===== src/rtl/tbalm_pkg.sv =====
// Package: shared types and constants of the three-band audio level meter.
package tbalm_pkg;

	localparam int SAMPLE_BITS = 24;
	localparam int FILT_W      = SAMPLE_BITS + 2;
	localparam int BAND_W      = FILT_W + 1;
	localparam int SUM_W       = 60;
	localparam int CNT_W       = 17;
	localparam int ENV_W       = 31;
	localparam int ROOT_W      = SUM_W / 2;
	localparam int LEVEL_W     = 16;
	localparam int COEF_W      = 16;
	localparam int FACT_W      = 17;
	localparam int GAIN_W      = 16;
	localparam int CFG_IDX_W   = 3;
	localparam int CFG_DATA_W  = 17;
	localparam int Q_DEPTH     = 2;
	localparam int OUT_SHIFT   = SAMPLE_BITS - 9;
	localparam int DIV_STEPS   = SUM_W;
	localparam int SQRT_STEPS  = ROOT_W;
	localparam int N_BANDS     = 4;
	localparam int N_LEVELS    = 5;

	localparam logic [SUM_W-1:0]   SUM_CAP   = {SUM_W{1'b1}};
	localparam logic [FACT_W-1:0]  FACT_ONE  = FACT_W'(65536);
	localparam logic [LEVEL_W-1:0] LEVEL_MAX = {LEVEL_W{1'b1}};

	typedef enum logic [CFG_IDX_W-1:0] {
		CFG_LOW_COEF = 3'd0,
		CFG_MID_COEF = 3'd1,
		CFG_ATTACK   = 3'd2,
		CFG_RELEASE  = 3'd3,
		CFG_GAIN     = 3'd4
	} cfg_index_t;

	typedef struct packed {
		logic [COEF_W-1:0] low_coef;
		logic [COEF_W-1:0] mid_coef;
		logic [FACT_W-1:0] atk_fact;
		logic [FACT_W-1:0] rel_fact;
		logic [GAIN_W-1:0] gain;
	} cfg_regs_t;

	typedef struct packed {
		logic signed [SAMPLE_BITS-1:0] sample;
		logic                          last_of_block;
		logic                          muted;
	} in_beat_t;

	typedef struct packed {
		logic [LEVEL_W-1:0] level;
		logic [LEVEL_W-1:0] peak;
		logic [LEVEL_W-1:0] low_level;
		logic [LEVEL_W-1:0] mid_level;
		logic [LEVEL_W-1:0] high_level;
	} out_beat_t;

	typedef struct packed {
		logic [N_BANDS-1:0][SUM_W-1:0] sums;
		logic [SAMPLE_BITS-1:0]        peak;
		logic [CNT_W-1:0]              count;
		logic                          muted;
	} block_rec_t;

	typedef enum logic [2:0] {
		BK_IDLE,
		BK_DIV,
		BK_SQRT,
		BK_ENV_MUL,
		BK_ENV_ADD,
		BK_SCL_MUL,
		BK_SCL_SAT,
		BK_EMIT
	} back_state_t;

endpackage


===== src/rtl/tbalm_queue.sv =====
// Short queue of finished block records between the front and back ends.
module tbalm_queue (
	input  logic                  clk,
	input  logic                  arst_n,
	input  logic                  push_valid,
	input  tbalm_pkg::block_rec_t push_rec,
	input  logic                  pop,
	output logic                  head_valid,
	output tbalm_pkg::block_rec_t head_rec
);

	localparam int AW = $clog2(tbalm_pkg::Q_DEPTH);
	localparam int CW = $clog2(tbalm_pkg::Q_DEPTH + 1);

	tbalm_pkg::block_rec_t mem [tbalm_pkg::Q_DEPTH];
	logic [AW-1:0] wr_q, rd_q;
	logic [CW-1:0] count_q;

	always_ff @(posedge clk) begin
		if (push_valid) begin
			mem[wr_q] <= push_rec;
		end
	end

	always_ff @(posedge clk or negedge arst_n) begin
		if (!arst_n) begin
			wr_q    <= '0;
			rd_q    <= '0;
			count_q <= '0;
		end else begin
			if (push_valid) begin
				wr_q <= (wr_q == AW'(tbalm_pkg::Q_DEPTH - 1)) ? '0 : wr_q + AW'(1);
			end
			if (pop) begin
				rd_q <= (rd_q == AW'(tbalm_pkg::Q_DEPTH - 1)) ? '0 : rd_q + AW'(1);
			end
			count_q <= count_q + CW'(push_valid) - CW'(pop);
		end
	end

	assign head_valid = (count_q != '0);
	assign head_rec   = mem[rd_q];

endmodule


===== config.mk =====
export PLATFORM = sky130hd
export DESIGN_NAME = tbalm_queue
export DESIGN_NICKNAME = d
export VERILOG_FILES = /design/src/rtl/tbalm_pkg.sv /design/src/rtl/tbalm_queue.sv
export SDC_FILE = /design/constraint.sdc
export NUM_CORES = 1
export LEC_CHECK = 0
export ABC_AREA = 1
export BUFFER_PORTS_ARGS = -buffer_cell sky130_fd_sc_hd__buf_2
export CORE_UTILIZATION = 35
export CTS_CLUSTER_DIAMETER = 30
export CTS_CLUSTER_SIZE = 30
export DETAILED_ROUTE_END_ITERATION = 8
export PLACE_DENSITY = 0.54
export SLEW_MARGIN = 20
export SYNTH_ARGS = -nofsm -noshare
export SYNTH_HDL_FRONTEND = slang
export SYNTH_SLANG_ARGS = --single-unit
export TNS_END_PERCENT = 50

===== constraint.sdc =====
create_clock -name clk -period 24.3 [get_ports clk]
set_input_delay 0 -clock clk [delete_from_list [all_inputs] [get_ports clk]]
set_output_delay 0 -clock clk [all_outputs]
set_load 0.05 [all_outputs]

======== Word-level counts from Yosys, hierarchy flattened ========
Memories as Yosys holds them, arrays and structs flattened.
Index checks and enable logic that the tools add are counted.
cells by class
  $lt $le $gt $ge ......................... 0
  shift-type cells ........................ 0
  multipliers ............................. 0
  bitwise logic cells ..................... 0
  reductions and logical operators ........ 1
  equal/unequal tests ..................... 0
  add/sub/neg operators ................... 4
  div/mod/pow operators ................... 0
  muxes and demuxes ....................... 4
operators with widths
  operator                             count
  2-to-1 mux 1 bit                     4
  adder 1 bit (second input constant)  2
  adder 2 x 1 -> 2 bit                 1
  nonzero test 2 bit                   1
  subtractor 2 x 1 -> 2 bit            1
storage, ports and cells
  ROM bits ................................ 0
  memories kept ........................... 1
  register bits ........................... 4
  output and inout bits ................... 283
  input port bits ......................... 286
  latch bits .............................. 0
  logic and storage cells ................. 13
  bits in writable memories ............... 564
memory list
  name  depth  bits a word  rd ports  clocked after Yosys merged registers in  wr ports  RTL line           source
  mem   2      282          1         0                                        1         tbalm_queue.sv:15  tbalm_pkg::block_rec_t mem [tbalm_pkg::Q_DEPTH];

======== Depth between registers and ports, before layout ========
  depth after elaboration ................. 2
  mapped depth ............................ 7
  mapped depth without buffers ............ 7

======== Worst setup path before layout ========
No wires, ideal clock.
  path kind ............................... reg-to-reg
  start point ............................. register wr_q
  end point ............................... memory mem[0][0] in the netlist's numbering, enable pin
  arrival time ............................ 12.092 ns
  data required time ...................... 23.361 ns
  buffers on the path ..................... 0
  setup slack ............................. 11.269 ns
  setup time .............................. 0.939 ns
  cell stages (with the launch flop) ...... 2
  period minus slack after synthesis ...... 13.031 ns
  cell sequence ........................... dfrtp_1 > nor2_1
RTL lines
  item                      RTL line           source
  start: declaration        tbalm_queue.sv:16  logic [AW-1:0] wr_q, rd_q;
  start signal: assignment  tbalm_queue.sv:32  wr_q <= (wr_q == AW'(tbalm_pkg::Q_DEPTH - 1)) ? '0 : wr_q + AW'(1);
  end: declaration          tbalm_queue.sv:15
Straight into the memory's write port.

==> impl_metrics.env <==
export IMPL_synth_seq_area_share=0.8052
export IMPL_drc=0
export IMPL_clock_fmax_ghz=0.2537
export IMPL_chipHeight_um=247.9
export IMPL_powerDensity_mw_per_mm2=144.3
export IMPL_grt_pass1_wl_um=76600
export IMPL_regArea_mm2=0.01704
export IMPL_finalCriticalPeriod_ns=3.942
export IMPL_cp_common_cell="buf_4"
export IMPL_initial_core_util=0.3565
export IMPL_syn_inst=1497
export IMPL_ant_nets=0
export IMPL_yosys_area_top_type_share=0.8004
export IMPL_dieWidth_um=247.9
export IMPL_status="finished clean"
export IMPL_cts_resized=0
export IMPL_ir_worst_vdd_mv=0.09232
export IMPL_ys_top_cells_by_area="edfxtp_1, inv_1, nand2_1"
export IMPL_async_flop_share=0.007042
export IMPL_numCtsBuffers=111
export IMPL_avgRoutedWirePerCell_um=15.72
export IMPL_die_area_mm2=0.06144
export IMPL_finalSetupTns_ns=0
export IMPL_grt_use_total=0.1631
export IMPL_leakage_nw=13.25
export IMPL_cp_max_fo=116
export IMPL_required_ns=24.30
export IMPL_critical_path_max_stage_delay_ns=0.90
export IMPL_rsz0062_at_grt="false"
export IMPL_clockBufferDepth=3
export IMPL_crit_path_top_delay_cell="buf_4"
export IMPL_port_buffers=568
export IMPL_dp_hpwl_um=33560
export IMPL_nets=2700
export IMPL_hold_viol=0
export IMPL_synth_main_ff_cell="edfxtp_1"
export IMPL_fin_crit_sh=0.1622
export IMPL_first_pass_iters=5
export IMPL_yosys_area_top_type="edfxtp_1"
export IMPL_worstSetupEndpointType="output pin"
export IMPL_vias=14170
export IMPL_vias_per_cell=4.318
export IMPL_multi_input_area_mm2=0.002555
export IMPL_yosys_cell_types_count=13
export IMPL_worstPathArrival_ns=3.94
export IMPL_synthTopCellsByCount="edfxtp_1, inv_1, nand2_1, o21ai_1, o21ai_0"
export IMPL_synthesis_nets=1785
export IMPL_synth_edf_count=564
export IMPL_htree_levels=3
export IMPL_fin_worst_skew_ns=0.04323
export IMPL_crit_chain="buf_4, buf_4, nand2_1, o21ai_1, buf_2"
export IMPL_path_class="reg -> out"
export IMPL_antenna_found_initial=6
export IMPL_cts_root_buffer="clkbuf_16"
export IMPL_tightest_slew_ns=1.067
export IMPL_grt_pass1_vias=14640
export IMPL_synth_warnings=0
export IMPL_syn_area_mm2=0.02116
export IMPL_core_area_mm2=0.05935
export IMPL_cts_setup_buffers=0
export IMPL_fillers=5022
export IMPL_maxCapViolCount=0
export IMPL_grt_overflow=0
export IMPL_setup_viol=0
export IMPL_ios=569
export IMPL_clkLatencyLatePin_ns=0.66
export IMPL_drive_gt1_frac=0.3014
export IMPL_syn_avg_cell_area_um2=14.13
export IMPL_report_final_slew_viol_count=0
export IMPL_area_delta_synth_final_pct=47.54
export IMPL_grt_max_degree=277
export IMPL_ys_ff_latch=568
export IMPL_cts_tree="done"
export IMPL_dp_cells=2785
export IMPL_p_total_mw=4.505
export IMPL_cts_sinks=568
export IMPL_yosysMostFrequentCell="edfxtp_1"
export IMPL_clkTransAtPathRegs_ns=0.06
export IMPL_drt_total_wl_um=51590
export IMPL_cp_start_kind="flip-flop"
export IMPL_drt_iter0_drc=654
export IMPL_row_count=89
export IMPL_hold_buffers=286
export IMPL_hp_class="in -> reg"
export IMPL_max_slew_margin_rel=0.2890
export IMPL_place_congestion=0.8154
export IMPL_final_cells=3282
==> power breakdown <==
group	internal (mW)	leakage (nW)	switching [mW]	total [mW]
Clock	0.969	1.77	0.503	1.47
Combinational	0.321	6.14	1.35	1.67
Sequential	1.31	5.34	0.0574	1.36
==> worst max-delay path: cells and delay by family, from the launching register on <==
family	cells	cell delay (ns)
buf+inv	3	2.07
flops	1	0.84
compound gates	1	0.14
simple gates	1	0.13
==> worst paths after layout <==
path | from | to | slack (ns) | cells past startpoint
max in group asynchronous | arst_n | count_q[1] | 23.77 | 3
min in group asynchronous | arst_n | rd_q | 0.30 | 3
setup / recovery | rd_q | head_rec[209] | 20.36 | 5
hold / removal | push_rec[57] | mem[1][57] | 0.06 | 2
setup reg to reg | wr_q | mem[0][107] | 20.73 | 4
hold reg to reg | wr_q | wr_q | 0.55 | 1
==> registers in the layout, indices dropped and copies added, names as in the netlist <==
| register | cells |
|---|---|
| mem | 564 |
| rd_q | 1 |
| count_q | 2 |
| wr_q | 1 |
==> layout make-up <==
type,count,share of cell area
Sequential cell,568,0.5458
Timing Repair Buffer,865,0.1864
Clock buffer,126,0.09078
Multi-Input combinational cell,577,0.08184
Inverter,289,0.03499
Tap cell,773,0.03098
Clock inverter,80,0.02882
Antenna cell,4,0.0003206
==> cells in the final DEF, fill, tap and decap left out <==
cell type,instances
buf_12,1
buf_16,1
buf_2,568
buf_4,9
bufinv_16,12
clkbuf_1,15
clkbuf_16,111
clkinv_1,18
clkinv_16,4
clkinv_2,17
clkinv_4,4
clkinv_8,2
clkinvlp_4,15
dfrtp_1,3
dfrtp_4,1
diode_2,4
dlygate4sd3_1,286
edfxtp_1,564
ha_1,2
inv_1,288
inv_16,1
inv_6,5
inv_8,3
nand2_1,289
nand3_1,1
nor2_4,1
o21ai_0,132
o21ai_1,150
xor2_1,2
==> per-layer routing <==
metal | GRT usage | vias up | wire [µm]
li1 | - | 6961 | -
met1 | 0.1716 | 6615 | 18690
met2 | 0.2846 | 467 | 26790
met3 | 0.05374 | 123 | 3980
met4 | 0.09347 | 6 | 2099
met5 | 0 | - | 34
==> metrics by stage <==
stage / util / hold slack (ns) / cell area (µm²) / setup WS (ns)
floorplan: - / -0.2956 / 21160 / 11.27
global placement: 0.4142 / -0.1783 / 24580 / 20.62
detailed placement: 0.4142 / -0.1759 / 24580 / 20.66
CTS: 0.5253 / 0.003959 / 31180 / 20.34
global route: 0.5259 / 0.02916 / 31220 / 19.95
finish: 0.5260 / 0.06005 / 31220 / 20.36
==> cell families after synthesis <==
family	Yosys count	share of synthesized area
buffers and inverters	352	0.07445
XOR/XNOR	2	0.0008280
flip-flops	568	0.8052
AO/OA/AOI/OAI	282	0.06670
AND/OR/NAND/NOR	291	0.05168
adder cells (fa/ha/maj)	2	0.001182
No activity file was read; power rests on OpenSTA's default activity.
