**config.mk**
```make
export PLATFORM = sky130hd
export DESIGN_NAME = tbalm_back
export DESIGN_NICKNAME = d
export VERILOG_FILES = /design/src/rtl/tbalm_pkg.sv /design/src/rtl/tbalm_back.sv
export SDC_FILE = /design/constraint.sdc
export NUM_CORES = 2
export LEC_CHECK = 0
export ABC_AREA = 1
export BUFFER_PORTS_ARGS = -buffer_cell sky130_fd_sc_hd__buf_2
export CAP_MARGIN = 20
export CORE_MARGIN = 1
export CORE_UTILIZATION = 30
export CTS_CLUSTER_DIAMETER = 30
export DETAILED_ROUTE_END_ITERATION = 16
export GPL_ROUTABILITY_DRIVEN = 1
export GPL_TIMING_DRIVEN = 0
export PLACE_DENSITY = 0.49
export SLEW_MARGIN = 20
export SYNTH_ARGS = -nofsm -noshare
export SYNTH_HDL_FRONTEND = slang
export SYNTH_SLANG_ARGS = --single-unit
```
**constraint.sdc**
```tcl
create_clock -name clk -period 44.1 [get_ports clk]
set_input_delay 6.615 -clock clk [delete_from_list [all_inputs] [get_ports clk]]
set_output_delay 6.615 -clock clk [all_outputs]
set_load 0.02 [all_outputs]
```
**src/rtl/tbalm_pkg.sv**
```systemverilog
// Package: shared types and constants of the three-band audio level meter.
package tbalm_pkg;

	localparam int SAMPLE_BITS = 24;
	localparam int FILT_W      = SAMPLE_BITS + 2;
	localparam int BAND_W      = FILT_W + 1;
	localparam int SUM_W       = 60;
	localparam int CNT_W       = 17;
	localparam int ENV_W       = 31;
	localparam int ROOT_W      = SUM_W / 2;
	localparam int LEVEL_W     = 16;
	localparam int COEF_W      = 16;
	localparam int FACT_W      = 17;
	localparam int GAIN_W      = 16;
	localparam int CFG_IDX_W   = 3;
	localparam int CFG_DATA_W  = 17;
	localparam int Q_DEPTH     = 2;
	localparam int OUT_SHIFT   = SAMPLE_BITS - 9;
	localparam int DIV_STEPS   = SUM_W;
	localparam int SQRT_STEPS  = ROOT_W;
	localparam int N_BANDS     = 4;
	localparam int N_LEVELS    = 5;

	localparam logic [SUM_W-1:0]   SUM_CAP   = {SUM_W{1'b1}};
	localparam logic [FACT_W-1:0]  FACT_ONE  = FACT_W'(65536);
	localparam logic [LEVEL_W-1:0] LEVEL_MAX = {LEVEL_W{1'b1}};

	typedef enum logic [CFG_IDX_W-1:0] {
		CFG_LOW_COEF = 3'd0,
		CFG_MID_COEF = 3'd1,
		CFG_ATTACK   = 3'd2,
		CFG_RELEASE  = 3'd3,
		CFG_GAIN     = 3'd4
	} cfg_index_t;

	typedef struct packed {
		logic [COEF_W-1:0] low_coef;
		logic [COEF_W-1:0] mid_coef;
		logic [FACT_W-1:0] atk_fact;
		logic [FACT_W-1:0] rel_fact;
		logic [GAIN_W-1:0] gain;
	} cfg_regs_t;

	typedef struct packed {
		logic signed [SAMPLE_BITS-1:0] sample;
		logic                          last_of_block;
		logic                          muted;
	} in_beat_t;

	typedef struct packed {
		logic [LEVEL_W-1:0] level;
		logic [LEVEL_W-1:0] peak;
		logic [LEVEL_W-1:0] low_level;
		logic [LEVEL_W-1:0] mid_level;
		logic [LEVEL_W-1:0] high_level;
	} out_beat_t;

	typedef struct packed {
		logic [N_BANDS-1:0][SUM_W-1:0] sums;
		logic [SAMPLE_BITS-1:0]        peak;
		logic [CNT_W-1:0]              count;
		logic                          muted;
	} block_rec_t;

	typedef enum logic [2:0] {
		BK_IDLE,
		BK_DIV,
		BK_SQRT,
		BK_ENV_MUL,
		BK_ENV_ADD,
		BK_SCL_MUL,
		BK_SCL_SAT,
		BK_EMIT
	} back_state_t;

endpackage

```
**src/rtl/tbalm_back.sv**
```systemverilog
// Back end: mean square divide, square root, envelopes, gain and saturation.
module tbalm_back (
	input  logic                  clk,
	input  logic                  arst_n,
	input  tbalm_pkg::cfg_regs_t  cfg,
	input  logic                  head_valid,
	input  tbalm_pkg::block_rec_t head_rec,
	output logic                  pop,
	output logic                  out_valid,
	input  logic                  out_stall,
	output tbalm_pkg::out_beat_t  out_data
);

	localparam int SW  = tbalm_pkg::SUM_W;
	localparam int CNW = tbalm_pkg::CNT_W;
	localparam int EW  = tbalm_pkg::ENV_W;
	localparam int RTW = tbalm_pkg::ROOT_W;
	localparam int LW  = tbalm_pkg::LEVEL_W;
	localparam int MW  = EW + tbalm_pkg::GAIN_W;
	localparam int DPW = EW + 1 + tbalm_pkg::FACT_W + 1;

	tbalm_pkg::back_state_t state_q, state_n;
	tbalm_pkg::block_rec_t  rec_q;
	tbalm_pkg::out_beat_t   res_q, out_q;
	logic out_valid_q;
	logic [1:0] band_q;
	logic [2:0] lvl_q;
	logic [5:0] step_q;
	logic [CNW-1:0] rem_q;
	logic [SW-1:0]  quo_q;
	logic [RTW-1:0] root_q;
	logic [RTW+1:0] srem_q;
	logic [EW-1:0]  env_q [tbalm_pkg::N_BANDS];
	logic signed [DPW-1:0] prod_q;
	logic [MW-1:0]  scl_q;
	logic out_free, div_done, sqrt_done;

	logic [CNW:0]   div_trial;
	logic [RTW+3:0] sq_next, sq_trial;
	logic signed [EW:0] env_diff;
	logic [tbalm_pkg::FACT_W-1:0] fact;
	logic [EW-1:0] scl_val;
	logic [MW-1:0] scl_sh;
	logic [LW-1:0] scl_sat;

	assign out_free  = !out_valid_q || !out_stall;
	assign div_done  = (step_q == 6'(tbalm_pkg::DIV_STEPS - 1));
	assign sqrt_done = (step_q == 6'(tbalm_pkg::SQRT_STEPS - 1));

	always_comb begin
		state_n = state_q;
		unique case (state_q)
			tbalm_pkg::BK_IDLE: begin
				if (head_valid) begin
					state_n = head_rec.muted ? tbalm_pkg::BK_EMIT : tbalm_pkg::BK_DIV;
				end
			end
			tbalm_pkg::BK_DIV:     if (div_done) state_n = tbalm_pkg::BK_SQRT;
			tbalm_pkg::BK_SQRT:    if (sqrt_done) state_n = tbalm_pkg::BK_ENV_MUL;
			tbalm_pkg::BK_ENV_MUL: state_n = tbalm_pkg::BK_ENV_ADD;
			tbalm_pkg::BK_ENV_ADD: begin
				state_n = (band_q == 2'd3) ? tbalm_pkg::BK_SCL_MUL : tbalm_pkg::BK_DIV;
			end
			tbalm_pkg::BK_SCL_MUL: state_n = tbalm_pkg::BK_SCL_SAT;
			tbalm_pkg::BK_SCL_SAT: begin
				state_n = (lvl_q == 3'(tbalm_pkg::N_LEVELS - 1)) ? tbalm_pkg::BK_EMIT
					: tbalm_pkg::BK_SCL_MUL;
			end
			tbalm_pkg::BK_EMIT:    if (out_free) state_n = tbalm_pkg::BK_IDLE;
			default:               state_n = tbalm_pkg::BK_IDLE;
		endcase
	end

	always_comb begin
		pop = 1'b0;
		unique case (state_q)
			tbalm_pkg::BK_IDLE: pop = head_valid;
			default:            pop = 1'b0;
		endcase
	end

	// Datapath helpers for the shared divide and square-root steps.
	assign div_trial = {rem_q, quo_q[SW-1]};
	assign sq_next   = {srem_q, quo_q[SW-1:SW-2]};
	assign sq_trial  = (RTW+4)'({root_q, 2'b01});
	assign env_diff  = $signed({2'b00, root_q}) - $signed({1'b0, env_q[band_q]});

	always_comb begin
		fact = ($signed({2'b00, root_q}) > $signed({1'b0, env_q[band_q]})) ? cfg.atk_fact
			: cfg.rel_fact;
		if (fact > tbalm_pkg::FACT_ONE) begin
			fact = tbalm_pkg::FACT_ONE;
		end
		case (lvl_q)
			3'd0:    scl_val = env_q[0];
			3'd1:    scl_val = EW'(rec_q.peak);
			3'd2:    scl_val = env_q[1];
			3'd3:    scl_val = env_q[2];
			default: scl_val = env_q[3];
		endcase
		scl_sh  = scl_q >> tbalm_pkg::OUT_SHIFT;
		scl_sat = (|scl_sh[MW-1:LW]) ? tbalm_pkg::LEVEL_MAX : scl_sh[LW-1:0];
	end

	always_ff @(posedge clk or negedge arst_n) begin
		if (!arst_n) begin
			state_q     <= tbalm_pkg::BK_IDLE;
			out_valid_q <= 1'b0;
			for (int i = 0; i < tbalm_pkg::N_BANDS; i++) begin
				env_q[i] <= '0;
			end
		end else begin
			state_q <= state_n;
			if (state_q == tbalm_pkg::BK_EMIT && out_free) begin
				out_valid_q <= 1'b1;
			end else if (!out_stall) begin
				out_valid_q <= 1'b0;
			end
			if (state_q == tbalm_pkg::BK_ENV_ADD) begin
				env_q[band_q] <= env_q[band_q] + EW'(prod_q >>> tbalm_pkg::COEF_W);
			end
		end
	end

	always_ff @(posedge clk) begin
		unique case (state_q)
			tbalm_pkg::BK_IDLE: begin
				rec_q  <= head_rec;
				res_q  <= '0;
				band_q <= '0;
				lvl_q  <= '0;
				step_q <= '0;
				rem_q  <= '0;
				srem_q <= '0;
				root_q <= '0;
				quo_q  <= head_rec.sums[0];
			end
			tbalm_pkg::BK_DIV: begin
				if (div_trial >= {1'b0, rec_q.count}) begin
					rem_q <= CNW'(div_trial - {1'b0, rec_q.count});
					quo_q <= {quo_q[SW-2:0], 1'b1};
				end else begin
					rem_q <= CNW'(div_trial);
					quo_q <= {quo_q[SW-2:0], 1'b0};
				end
				step_q <= div_done ? '0 : step_q + 6'd1;
			end
			tbalm_pkg::BK_SQRT: begin
				if (sq_next >= sq_trial) begin
					srem_q <= (RTW+2)'(sq_next - sq_trial);
					root_q <= {root_q[RTW-2:0], 1'b1};
				end else begin
					srem_q <= (RTW+2)'(sq_next);
					root_q <= {root_q[RTW-2:0], 1'b0};
				end
				quo_q  <= {quo_q[SW-3:0], 2'b00};
				step_q <= sqrt_done ? '0 : step_q + 6'd1;
			end
			tbalm_pkg::BK_ENV_MUL: begin
				prod_q <= env_diff * $signed({1'b0, fact});
			end
			tbalm_pkg::BK_ENV_ADD: begin
				band_q <= band_q + 2'd1;
				quo_q  <= rec_q.sums[band_q + 2'd1];
				rem_q  <= '0;
				srem_q <= '0;
				root_q <= '0;
			end
			tbalm_pkg::BK_SCL_MUL: begin
				scl_q <= scl_val * cfg.gain;
			end
			tbalm_pkg::BK_SCL_SAT: begin
				case (lvl_q)
					3'd0:    res_q.level      <= scl_sat;
					3'd1:    res_q.peak       <= scl_sat;
					3'd2:    res_q.low_level  <= scl_sat;
					3'd3:    res_q.mid_level  <= scl_sat;
					default: res_q.high_level <= scl_sat;
				endcase
				lvl_q <= lvl_q + 3'd1;
			end
			tbalm_pkg::BK_EMIT: begin
				if (out_free) begin
					out_q <= res_q;
				end
			end
			default: begin
				band_q <= '0;
			end
		endcase
	end

	assign out_valid = out_valid_q;
	assign out_data  = out_q;

endmodule

```
### Word-level counts from Yosys, hierarchy flattened

Cells that the tools add are included.
W data, S select, Z words.

| word-level totals | value |
|---|---|
| word-level logic and storage cells | 137 |
| flip-flop bits (word level) | 813 |
| input bits | 368 |
| output and inout port bits | 82 |

| cells by class | value |
|---|---|
| equal/unequal tests | 24 |
| multiply operators | 2 |
| add/subtract/negate cells | 7 |
| bitwise operators | 1 |
| mux-type cells | 42 |
| reductions and logical operators | 23 |
| order comparisons | 7 |

Operators by type and width:

| operator | number |
|---|---|
| $pmux W60 S4 | 1 |
| $pmux W80 S2 | 1 |
| $bwmux W124 | 1 |
| $pmux W31 S4 | 1 |
| $bmux W60 S2 | 1 |
| $mux W16 | 6 |
| $mux W31 | 3 |
| $pmux W32 S2 | 1 |
| $bmux W31 S2 | 1 |
| $demux W31 S2 | 1 |
| $mux W60 | 1 |
| $pmux W30 S2 | 1 |
| $mux W17 | 3 |
| $mul A31 B16 Y47 | 1 |
| $mul A32 B18 Y47 | 1 |
| $ge A34 B32 Y1 | 1 |
| $pmux W17 S2 | 1 |
| $mux W32 | 1 |
| $sub A30 B31 Y32 | 1 |
| $sub A32 B32 Y32 | 1 |
| $add A31 B31 Y31 | 1 |
| $gt A30 B31 Y1 | 1 |
| $pmux W3 S8 | 1 |
| $ge A18 B17 Y1 | 1 |
| other kinds (36) | 73 |

### Longest topological paths before layout

| depth | value |
|---|---|
| word-level depth | 9 |
| mapped depth | 56 |

### Worst setup path after synthesis

No wires, ideal clock.

| timing path | value |
|---|---|
| path type | register to output |
| from | register state_q[0] |
| to | output pop |
| cell stages (with the launch flop) | 6 |
| path buffers | 0 |
| path slack | 22.350 ns |
| arrival time | 15.135 ns |
| cells stage by stage | dfrtp_1 -> nor2_1 -> inv_1 -> nor2_1 -> inv_1 -> nor2_1 |

| on the way | value |
|---|---|
| word-level cells in the longest chain between the ends | 2 |

Ends and longest elaborated chain:

| item | line | text |
|---|---|---|
| start, declared | tbalm_back.sv:22 | `tbalm_pkg::back_state_t state_q, state_n;` |
| start signal, assigned | tbalm_back.sv:107 | `state_q <= tbalm_pkg::BK_IDLE;` |
| start signal, assigned | tbalm_back.sv:113 | `state_q <= state_n;` |
| $logic_not A3 Y1 | tbalm_back.sv:76 | `unique case (state_q)` |
| $mux W1 | tbalm_back.sv:76 |  |
| end, declared | tbalm_back.sv:8 | `output logic pop,` |

No other way between the ends.

### Worst setup path in the final report

| timing path | value |
|---|---|
| from | input cfg[33] in the netlist's numbering |
| to | register prod_q[45] (data pin) |

| on the way | value |
|---|---|
| word-level cells in the longest chain between the ends | 4 |

Ends and longest elaborated chain:

| item | line | text |
|---|---|---|
| start, declared | tbalm_back.sv:5 | `input tbalm_pkg::cfg_regs_t cfg,` |
| $mux W17 (*) | tbalm_back.sv:89 | `fact = ($signed({2'b00, root_q}) > $signed({1'b0, env_q[band_q]})) ? cfg.atk_fact` |
| $gt A17 B17 Y1 | tbalm_back.sv:91 | `if (fact > tbalm_pkg::FACT_ONE) begin` |
| $mux W17 (*) | tbalm_back.sv:91 |  |
| $mul A32 B18 Y47 (*) | tbalm_back.sv:160 | `prod_q <= env_diff * $signed({1'b0, fact});` |
| end signal, assigned | tbalm_back.sv:160 |  |
| end, declared | tbalm_back.sv:34 | `logic signed [DPW-1:0] prod_q;` |

Every way passes the cells marked *; elsewhere a longest branch is shown, timed or not.
A chain may end at the register's enable or synchronous reset.

==> metrics.txt <==
status=completed; cts repair resizes=0; most frequent cells in the layout=nand2_1, inv_1, fa_1; WP data required=~45000 ps; DR vias=54996; unrepaired setup endpoints after global routing=false; Core Util, Final=35.6%; GRT busiest layer=met2; die area=234000 µm²; GR Util All Layers=between 20% and 30%; clock skew=52.8 ps; post-synth cell types=just over 60; Max Slew Vio Count=0; Die W=484 µm; Worst-Margin Slew=1140 ps; max cap viols=0; vias in the first global route=57335; area of the multi-input gates=40400 µm²; Critical Path Fanout Max=10; Synth area leaders=edfxtp_1, fa_1, nand2_1; delay of the slowest cell on the worst path=around 730 ps; core area=230000 µm²; GRT overflow=0; share of layout cells above drive strength 1=10.3%; Site Rows=176; Filler cells=23685; # IOs=450; final period utilization=roughly a third; Max Clk Rate=71.1 MHz; worst hold slack=a little under 400 ps; Post-synth EDFFs=654; first drt pass iteration count=6; Initial Utilization=30.2%; final hold vios=0; wire length of the first global-routing pass=360000 µm; Critical Path End Type=flip-flop; post-synth top area share=approximately 28%; number of post-CTS setup repair buffers=0; hold_buf cts=0; CTS root buf=clkbuf_16; clock sinks=roughly 780; GRT met2 Usage=approximately a third; critical path's slowest cell=o21ai_0; CTS buffer count=167; CP arrival=14650 ps; most common cell after layout, fill and taps aside=nand2_1; Seq/Total Area, Yosys=32.8%; clk buf depth=3; H-tree Lvls=4; DP HPWL=199000 µm; Cells after Synth=7543; Startpoint Class=input pin; Yosys reg bits=782; DIE HEIGHT=484 µm; worst hold path class=reg -> reg; DRT Wirelength=240000 µm; TritonCTS clock tree=yes; First DRT Iteration DRCs=4462; DRC violations left=0; netlist area before placement=69600 µm²; Avg WL per Cell=21.2 µm; Total Nets Final=9767; Worst slew margin=23.6%; Clk Latency, worst-skew pair=around 780 ps; GR Util met3=under 10%; Placement Cell Area=around 76000 µm²; area added between synthesis and finish=17.9%; GR Util met1=between 20% and 30%; Final setup viols=0; Post-Syn Nets=9160; global placement routability congestion=0.933; total negative slack=0 ps; Storage cell area=22800 µm²; design area=82000 µm²; initial antenna violation count=47; clock slew at reported path FFs=50 ps; Period minus WS final=14060 ps; synth warn=0; largest net degree at the start of global routing=76; post-route ant nets=0; Synth area leader=edfxtp_1; asr flop ratio synth=about 16%; WS Path Type=in -> reg; post-DR vias/cell=between 4 and 5; most common flop cell mapped by yosys=edfxtp_1; syn avg cell area=9.22 µm²; # port buffers=407
-- cell usage after synthesis, drive strengths merged (61+ instances only) --
master and n:
xor2 100, a21oi 347, nor2 841, nand3 158
fa 905, xnor2 66, o21ai 417, edfxtp 654
nand2 1475, dfrtp 128, inv 1417, ha 344
clkbuf 226, o22ai 61
-- final timing paths --
kind,start,to,slack [ps],cells past startpoint
min in group asynchronous,arst_n,env_q[50]$_DFFE_PN0P_,5770,1
worst max register to register,band_q[0]$_SDFFCE_PN0P_,prod_q[45]$_DFFE_PP_,30760,43
worst min register to register,res_q[44]$_SDFFCE_PN0P_,out_data[44]$_DFFE_PP_,390,0
worst min-delay path,res_q[44]$_SDFFCE_PN0P_,out_data[44]$_DFFE_PP_,390,0
max in group asynchronous,arst_n,out_valid$_DFFE_PN0P_,37580,2
worst max-delay path,cfg[33],prod_q[45]$_DFFE_PP_,30040,31
-- metal layers --
metal  vias up  wire length (µm)  share of wire (%)
met5         -                11             0.0046
met4         2              9030                3.8
met3       424             15200                6.3
met2      1947            114000                 48
met1     27450            102000                 42
li1      25173                 -                  -
-- state kept, by name (all words and copies together), names as in the netlist --
register,cells
band_q,2
env_q,124
lvl_q,3
out_data,80
out_valid,1
prod_q,31
quo_q,60
rec_q,281
rem_q,17
res_q,80
root_q,30
scl_q,32
srem_q,32
state_q,3
step_q,6
-- worst max-delay path: cells and delay by family --
family / cells / cell delay, ps
adder cells (fa/ha/maj): 7 / 3640
XOR/XNOR: 1 / 240
AND/OR/NAND/NOR: 16 / 2470
buffers and inverters: 6 / 950
AO/OA/AOI/OAI: 1 / 730
-- per-stage QoR --
stage	setup slack, ps	std cells
5_1_grt	29590	11329
2_1_floorplan	22350	7543
6_report	30040	11338
4_1_cts	30250	11317
3_5_place_dp	29430	11007
3_3_place_gp	12900	10976
-- cell families after synthesis --
kind of cell	share of synthesized area, %
flip-flops	32.8
XOR/XNOR	2.10
AO/OA/AOI/OAI	8.64
buffers and inverters	9.35
adder cells (fa/ha/maj)	32.2
AND/OR/NAND/NOR	14.8
-- layout make-up --
class / instances / share of cell area, %
multi-input combinational: 5059 / 49.3
sequential: 782 / 27.8
inverter: 1425 / 6.52
clock buffer: 197 / 5.34
tap: 3026 / 4.62
timing repair buffer: 438 / 3.27
clock inverter: 113 / 1.64
buffer: 277 / 1.41
antenna: 21 / 0.0641
Power is not shown: default switching activity piles up to over one toggle a cycle in this logic, so the estimate is an artifact.
